===== src/hw/rtl/bmft_pkg.sv =====
// Shared types, constants and controller/datapath interface structs for the flash translation block.
package bmft_pkg;

	localparam int PAGES_PER_BLK_DEF = 32;
	localparam int DATA_BLOCKS_DEF   = 255;

	localparam int LSN_W  = 13;
	localparam int PAGE_W = 13;
	localparam int EBLK_W = 8;
	localparam int CMD_W  = 3;

	typedef enum logic [CMD_W-1:0] {
		CMD_PROGRAM  = 3'd0,
		CMD_READ     = 3'd1,
		CMD_COPY     = 3'd2,
		CMD_ERASE    = 3'd3,
		CMD_UNMAPPED = 3'd4
	} cmd_code_t;

	typedef struct packed {
		logic             kind;
		logic [LSN_W-1:0] logical_sector;
	} req_t;

	typedef struct packed {
		cmd_code_t         command;
		logic [PAGE_W-1:0] page_addr;
		logic [PAGE_W-1:0] source_page;
		logic [EBLK_W-1:0] erase_block;
		logic [LSN_W-1:0]  spare_sector;
		logic              last;
	} flash_cmd_t;

	// Commands from the controller to the datapath
	typedef struct packed {
		logic      clear;
		logic      load;
		logic      div1;
		logic      div2;
		logic      map_rd;
		logic      pick;
		logic      row_rd;
		logic      copy_init;
		logic      copy_adv;
		logic      emit;
		cmd_code_t code;
		logic      row_set;
		logic      relocate;
		logic      retire;
	} ctl_t;

	// Status from the datapath to the controller
	typedef struct packed {
		logic clear_done;
		logic in_range;
		logic is_write;
		logic mapped;
		logic hit;
		logic skip;
		logic idx_last;
		logic out_free;
	} stat_t;

endpackage


===== src/hw/rtl/bmft_ctrl.sv =====
// Request sequencer: walks each request through lookup and, for writes, the check and relocation steps.
module bmft_ctrl (
	input  logic           clk,
	input  logic           arst_n,
	input  logic           req_valid,
	output logic           req_stall,
	input  bmft_pkg::stat_t st,
	output bmft_pkg::ctl_t  ctl
);
	import bmft_pkg::*;

	typedef enum logic [10:0] {
		ST_CLEAR  = 11'b000_0000_0001,
		ST_IDLE   = 11'b000_0000_0010,
		ST_DIV1   = 11'b000_0000_0100,
		ST_DIV2   = 11'b000_0000_1000,
		ST_MAP    = 11'b000_0001_0000,
		ST_DECIDE = 11'b000_0010_0000,
		ST_ROW    = 11'b000_0100_0000,
		ST_CHECK  = 11'b000_1000_0000,
		ST_COPY   = 11'b001_0000_0000,
		ST_PROG   = 11'b010_0000_0000,
		ST_ERASE  = 11'b100_0000_0000
	} state_t;

	state_t state_q, state_d;

	// Next state and datapath commands
	always_comb begin
		ctl       = '0;
		ctl.code  = CMD_PROGRAM;
		state_d   = state_q;
		req_stall = 1'b1;
		unique case (state_q)
			ST_CLEAR: begin
				ctl.clear = 1'b1;
				if (st.clear_done) begin
					state_d = ST_IDLE;
				end
			end
			ST_IDLE: begin
				req_stall = 1'b0;
				if (req_valid) begin
					ctl.load = 1'b1;
					state_d  = ST_DIV1;
				end
			end
			ST_DIV1: begin
				ctl.div1 = 1'b1;
				state_d  = ST_DIV2;
			end
			ST_DIV2: begin
				ctl.div2 = 1'b1;
				state_d  = ST_MAP;
			end
			ST_MAP: begin
				ctl.map_rd = 1'b1;
				state_d    = ST_DECIDE;
			end
			ST_DECIDE: begin
				priority if (st.is_write && st.in_range) begin
					ctl.pick = 1'b1;
					state_d  = ST_ROW;
				end else if (st.is_write) begin
					// drop writes beyond the mapped range
					state_d = ST_IDLE;
				end else if (st.out_free) begin
					ctl.emit = 1'b1;
					ctl.code = (st.in_range && st.mapped) ? CMD_READ : CMD_UNMAPPED;
					state_d  = ST_IDLE;
				end else begin
					// hold until the command register frees
				end
			end
			ST_ROW: begin
				ctl.row_rd    = 1'b1;
				ctl.copy_init = 1'b1;
				state_d       = ST_CHECK;
			end
			ST_CHECK: begin
				priority if (st.hit) begin
					state_d = ST_COPY;
				end else if (st.out_free) begin
					ctl.emit    = 1'b1;
					ctl.code    = CMD_PROGRAM;
					ctl.row_set = 1'b1;
					state_d     = ST_IDLE;
				end else begin
					// hold until the command register frees
				end
			end
			ST_COPY: begin
				// one page per cycle while the command register is free; the page being overwritten is passed over
				priority if (st.skip) begin
					ctl.copy_adv = 1'b1;
					if (st.idx_last) begin
						state_d = ST_PROG;
					end
				end else if (st.out_free) begin
					ctl.emit     = 1'b1;
					ctl.code     = CMD_COPY;
					ctl.copy_adv = 1'b1;
					if (st.idx_last) begin
						state_d = ST_PROG;
					end
				end else begin
					// hold until the command register frees
				end
			end
			ST_PROG: begin
				if (st.out_free) begin
					ctl.emit     = 1'b1;
					ctl.code     = CMD_PROGRAM;
					ctl.relocate = 1'b1;
					state_d      = ST_ERASE;
				end
			end
			ST_ERASE: begin
				if (st.out_free) begin
					ctl.emit   = 1'b1;
					ctl.code   = CMD_ERASE;
					ctl.retire = 1'b1;
					state_d    = ST_IDLE;
				end
			end
			default: begin
				state_d = ST_IDLE;
			end
		endcase
	end

	// State register
	always_ff @(posedge clk or negedge arst_n) begin
		if (!arst_n) begin
			state_q <= ST_CLEAR;
		end else begin
			state_q <= state_d;
		end
	end

endmodule


===== config.mk =====
export PLATFORM = sky130hd
export DESIGN_NAME = bmft_ctrl
export DESIGN_NICKNAME = d
export VERILOG_FILES = /design/src/hw/rtl/bmft_pkg.sv /design/src/hw/rtl/bmft_ctrl.sv
export SDC_FILE = /design/constraint.sdc
export NUM_CORES = 1
export LEC_CHECK = 0
export BUFFER_PORTS_ARGS = -buffer_cell sky130_fd_sc_hd__buf_2
export CAP_MARGIN = 15
export CORE_ASPECT_RATIO = 1.1
export CORE_UTILIZATION = 35
export CTS_CLUSTER_DIAMETER = 30
export CTS_CLUSTER_SIZE = 40
export DETAILED_ROUTE_END_ITERATION = 12
export PLACE_DENSITY = 0.66
export SYNTH_ARGS = -nofsm -noshare
export SYNTH_HDL_FRONTEND = slang
export SYNTH_SLANG_ARGS = --single-unit

===== constraint.sdc =====
create_clock -name clk -period 4.88 [get_ports clk]
set_input_delay 0.976 -clock clk [delete_from_list [all_inputs] [get_ports clk]]
set_output_delay 0.976 -clock clk [all_outputs]
set_load 0.02 [all_outputs]

==> impl_metrics.toml, run 1 <==
[run_status]
status = "complete, no violations"

[grt]
grt.total_usage = 0.177
grt_pass1_vias = 824
grt_pass1_wl_mm = 3.88
antenna_found_initial = 0
grt_overflow = 0
grt_max_degree = 13

[floorplan]
fp.coreArea_um2 = 2570
die_height_um = 57.4
rows = 19
start_util = 0.381
die_area_um2 = 3010
die_w_um = 52.4
pin_count = 28

[drt]
drt_iter0_markers = 14
ant_nets = 0
drc = 0
drt_pre_antenna_iters = 4
num_vias = 962
wire_per_inst_um = 14.0
viasPerCell = 5.76
drt-total-wl_mm = 2.35

[logic_synthesis]
synth_top_area_frac = 0.256
avgSynthCellArea_um2 = 8.65
syn_inst = 113
syn-cell-area_um2 = 977
synth_edf_count = 0
synth_compound_area_frac = 0.150
syn-num-nets = 124
synth_top_area_cell = "dfrtp_1"
ys_top_cells_by_area = "dfrtp_1, nor4b_1, nor2_1, buf_6, nor4_4"
synthAdderAreaFrac = 0
synth_xor_area_frac = 0.0359
synthMuxAreaShare = 0.0102
netlist-cell-type-count = 38
synth_top_family_by_area = "simple AND/OR/NAND/NOR gates"
ys_seq_elements = 11
yosys_warnings = 0
yosys_most_used_dff = "dfrtp_1"
yosysSeqAreaShare = 0.283
yosys.area_share.simple = 0.425
synthArstFlopShare = 1.00

[pwr]
sw_frac_of_total = 0.472
clkPwrFrac = 0.165
seqPwrFrac = 0.334
p_leak_nw = 0.505
worst_ir_drop_vdd_uv = 173
switching_power_mw = 0.192
power_density_nw_per_um2 = 369
power_frac_comb = 0.501
p_int_mw = 0.214

[clocking]
root_buffer = "clkbuf_4"
clk_pin_slew_ps = 80
h-tree-depth = 1
cts_buffers = 3
cts_buffer_depth = 2
postCtsSetupRepairBufs = 0
post_cts_resized = 0
cts_hold_buf = 0
clock_sinks = 11
cts_tree = "done"
insertion_delay_ps = 280

[placement]
hpwl_mm = 1.76
gp_congestion = 0.824
placed_area_um2 = 1070
dp_cells = 163
io_buffers = 27

[run]
drv_cap = 0

[worst_setup_path]
end_kind = "output port"
start_kind = "flop"
critPathSlowestCell = "dfrtp_1"
path_delay_family = "simple AND/OR/NAND/NOR gates"
worstSetupPathType = "flop to output port"
critPathBufInv = 1
path_cells = "nor3_2 > nand2_1 > nor3b_2 > nor2_1 > a31oi_1 > buf_2"
worst-path-stages = 6
cp_max_fo = 7
reg2reg_depth = 5
max_stage_delay_ps = 460
worstPathArrival_ps = 2190
required_ps = 3900

[layout]
nets = 148
design_area_um2 = 1100
stdcell_count = 167
syn_to_final_growth_pct = 12.4
mostFrequentLayoutCells = "buf_2, nor2_1, dfrtp_1, nand2_1, nor4b_1"
multi_input_area_um2 = 607
largest_register_ff_count = 11
layout.area.seq_um2 = 277
fillers = 274
num_antenna_cells = 0
top_register = "state_q"
drive_gt1_frac = 0.309
mostFrequentLayoutCell = "buf_2"
top_regs = "state_q: 11 flops"

[timing]
slew_headroom = 0.701
finalSetupViolations = 0
setup_tns_ps = 0
hold_ws_ps = 555
finClkSkew_ps = 7.80
fmax_ghz = 0.316
rsz0062_at_grt = "false"
slew_viol_final = 0
fin_crit_ps = 3170
tightest_slew_ps = 447
hold_viol_final = 0
period_share = 0.649

[worst_hold_path]
min_path_type = "input port to async pin"
## power by group through the flow
stage	clock, mW	sequential, mW	combinational [mW]
3_5_place_dp	0	0.136	0.202
6_report	0.0671	0.135	0.203
2_1_floorplan	0	0.117	0.181
5_1_grt	0.0719	0.138	0.229
3_3_place_gp	0	0.135	0.197
4_1_cts	0.0685	0.134	0.202
## cells in the mapped netlist (4+ instances only)
master and number:
nor4b_1 8, nand3_1 5, nor2_1 16, o21ai_0 7, nor3_1 4, nand2_1 8
inv_1 4, buf_6 5, dfrtp_1 10
## final timing paths
kind / start / end / slack [ps]
max: state_q[3] / ctl[6] / 1710
min: arst_n / state_q[6] / 560
max in group asynchronous: arst_n / state_q[0] / 4060
max reg2reg: state_q[3] / state_q[10] / 2930
min in group clk: state_q[2] / state_q[4] / 590
min reg2reg: state_q[2] / state_q[4] / 590
## per-stage QoR
stage / total power, mW / worst slack (ps) / utilization
4_1_cts: 0.405 / 1720 / 0.428
5_1_grt: 0.439 / 1500 / 0.428
2_1_floorplan: 0.297 / 2000 / -
3_5_place_dp: 0.337 / 2030 / 0.418
3_3_place_gp: 0.332 / 2050 / 0.418
6_report: 0.406 / 1710 / 0.428
## worst register-to-register path, cell delays in order (launching register included)
cell      delay [ps]
dfrtp_1          460
nor3_2           440
nand2_1          200
nor3b_2          330
o311ai_1         170
a211oi_2         240
## kinds of logic (layout without fill, tap and decap cells)
| family | after synthesis | after routing |
|---|---|---|
| muxes | 1 | 1 |
| DFF | 11 | 11 |
| buffers and inverters | 12 | 35 |
| AOI/OAI and AO/OA | 20 | 20 |
| and+or+nand+nor | 65 | 65 |
| xor gates and xnor gates | 4 | 4 |
## layout make-up
type                       instances  share of cell area
inverter                           4              0.0137
clock buffer                       4              0.0239
multi-input combinational         90               0.552
timing repair buffer              27               0.123
sequential                        11               0.252
tap                               31              0.0353
## per-layer routing
metal	share of wire	up-vias	track usage
li1	-	465	-
met5	0	-	0
met4	0.033	0	0.113
met3	0.061	8	0.0373
met1	0.45	449	0.239
met2	0.45	40	0.250
Power figures use the tool's default switching activity.
==> run 2: changes to the inputs <==
==> constraint.sdc (replaced) <==
create_clock -name clk -period 3.15 [get_ports clk]
set_input_delay 0.63 -clock clk [delete_from_list [all_inputs] [get_ports clk]]
set_output_delay 0.63 -clock clk [all_outputs]
set_load 0.02 [all_outputs]
==> impl_metrics.toml, run 2 (synthesized netlist as in run 1, its figures left out) <==
[grt]
grt_overflow = 0
grt_pass1_vias = 859
antenna_found_initial = 0
grt_pass1_wl_mm = 4.00
grt_max_degree = 13
grt.total_usage = 0.181

[worst_setup_path]
end_kind = "output port"
worstSetupPathType = "flop to output port"
required_ps = 2520
cp_max_fo = 9
r2r_start = "state_q[4]"
start_kind = "flop"
worstPathArrival_ps = 2210
critical_path.startpoint = "state_q[4]"

[floorplan]
die_w_um = 52.4
die_height_um = 57.4
die_area_um2 = 3010
start_util = 0.381
pin_count = 28
fp.coreArea_um2 = 2570
rows = 19

[run]
drv_cap = 0

[layout]
drive_gt1_frac = 0.309
top_regs = "state_q: 11 flops"
largest_register_ff_count = 11
top_register = "state_q"
mostFrequentLayoutCell = "buf_2"
multi_input_area_um2 = 607
num_antenna_cells = 0
syn_to_final_growth_pct = 12.4
fillers = 262
layout.area.seq_um2 = 277
mostFrequentLayoutCells = "buf_2, nor2_1, dfrtp_1, nand2_1, nor4b_1"
nets = 148

[timing]
slew_viol_final = 0
worst_slack_ps = 310
rsz0062_at_grt = "false"
hold_viol_final = 0
finalSetupViolations = 0
hold_ws_ps = 216
fmax_ghz = 0.352
setup_tns_ps = 0
period_share = 0.902
tightest_slew_ps = 434
slew_headroom = 0.709
fin_crit_ps = 2840
finClkSkew_ps = 2.24

[drt]
drc = 0
viasPerCell = 5.75
drt_iter0_markers = 23
drt_pre_antenna_iters = 4
ant_nets = 0
drt-total-wl_mm = 2.42
wire_per_inst_um = 14.5
num_vias = 961

[clocking]
clock_sinks = 11
cts_buffers = 3
h-tree-depth = 1
clk_pin_slew_ps = 70
cts_tree = "done"
post_cts_resized = 0
postCtsSetupRepairBufs = 0
root_buffer = "clkbuf_4"
cts_hold_buf = 0
insertion_delay_ps = 270
cts_buffer_depth = 2

[pwr]
p_leak_nw = 0.505
power_density_nw_per_um2 = 572
worst_ir_drop_vdd_uv = 247
finalPower_mw = 0.628

[placement]
hpwl_mm = 1.87
gp_congestion = 0.916
io_buffers = 27
dpl_worst_slack_ps = 625

[run_status]
status = "complete, no violations"

[worst_hold_path]
min_path_type = "input port to async pin"
run 2: critical path: stages (launching register included):
cell and delay [ps]:
dfrtp_1 520, nor4_4 420, nand3_1 190, nor3b_2 340, nor2_1 110, a31oi_1 170
buf_2 180
run 2: cell type report:
| cell class | count | share of cell area |
|---|---|---|
| multi-input cells | 90 | 0.552 |
| inverters | 4 | 0.0137 |
| clock buffers | 4 | 0.0239 |
| well taps | 31 | 0.0353 |
| flip-flops and latches | 11 | 0.252 |
| repair buffers | 27 | 0.123 |
run 2: power by group:
part,leakage [nW],internal [mW],total [mW],switching (mW)
registers,0.146,0.160,0.211,0.0506
clock network,0.0150,0.0491,0.0996,0.0505
logic,0.344,0.122,0.318,0.195
total,0.505,0.332,0.628,0.296
run 2: through the flow:
| stage | util | cells | instance area, µm² |
|---|---|---|---|
| after floorplan | - | 113 | 977 |
| after global placement | 0.418 | 163 | 1070 |
| after detailed placement | 0.418 | 163 | 1070 |
| after CTS | 0.428 | 167 | 1100 |
| after global routing | 0.428 | 167 | 1100 |
| final | 0.428 | 167 | 1100 |
run 2: path summary, 6_finish.rpt:
check / slack, ps / to / cells past startpoint
setup / recovery: 310 / ctl[6] / 6
setup reg to reg: 1180 / state_q[10] / 5
hold / removal: 220 / state_q[4] / 1
max in group asynchronous: 2670 / state_q[0] / 1
hold reg to reg: 590 / state_q[3] / 1
min in group clk: 500 / state_q[0] / 2
run 2: metal layers:
layer	GRT usage	vias up	share of wire
li1	-	471	-
met1	0.262	449	0.48
met2	0.257	36	0.45
met3	0.0293	5	0.050
met4	0.0902	0	0.021
met5	0	-	0
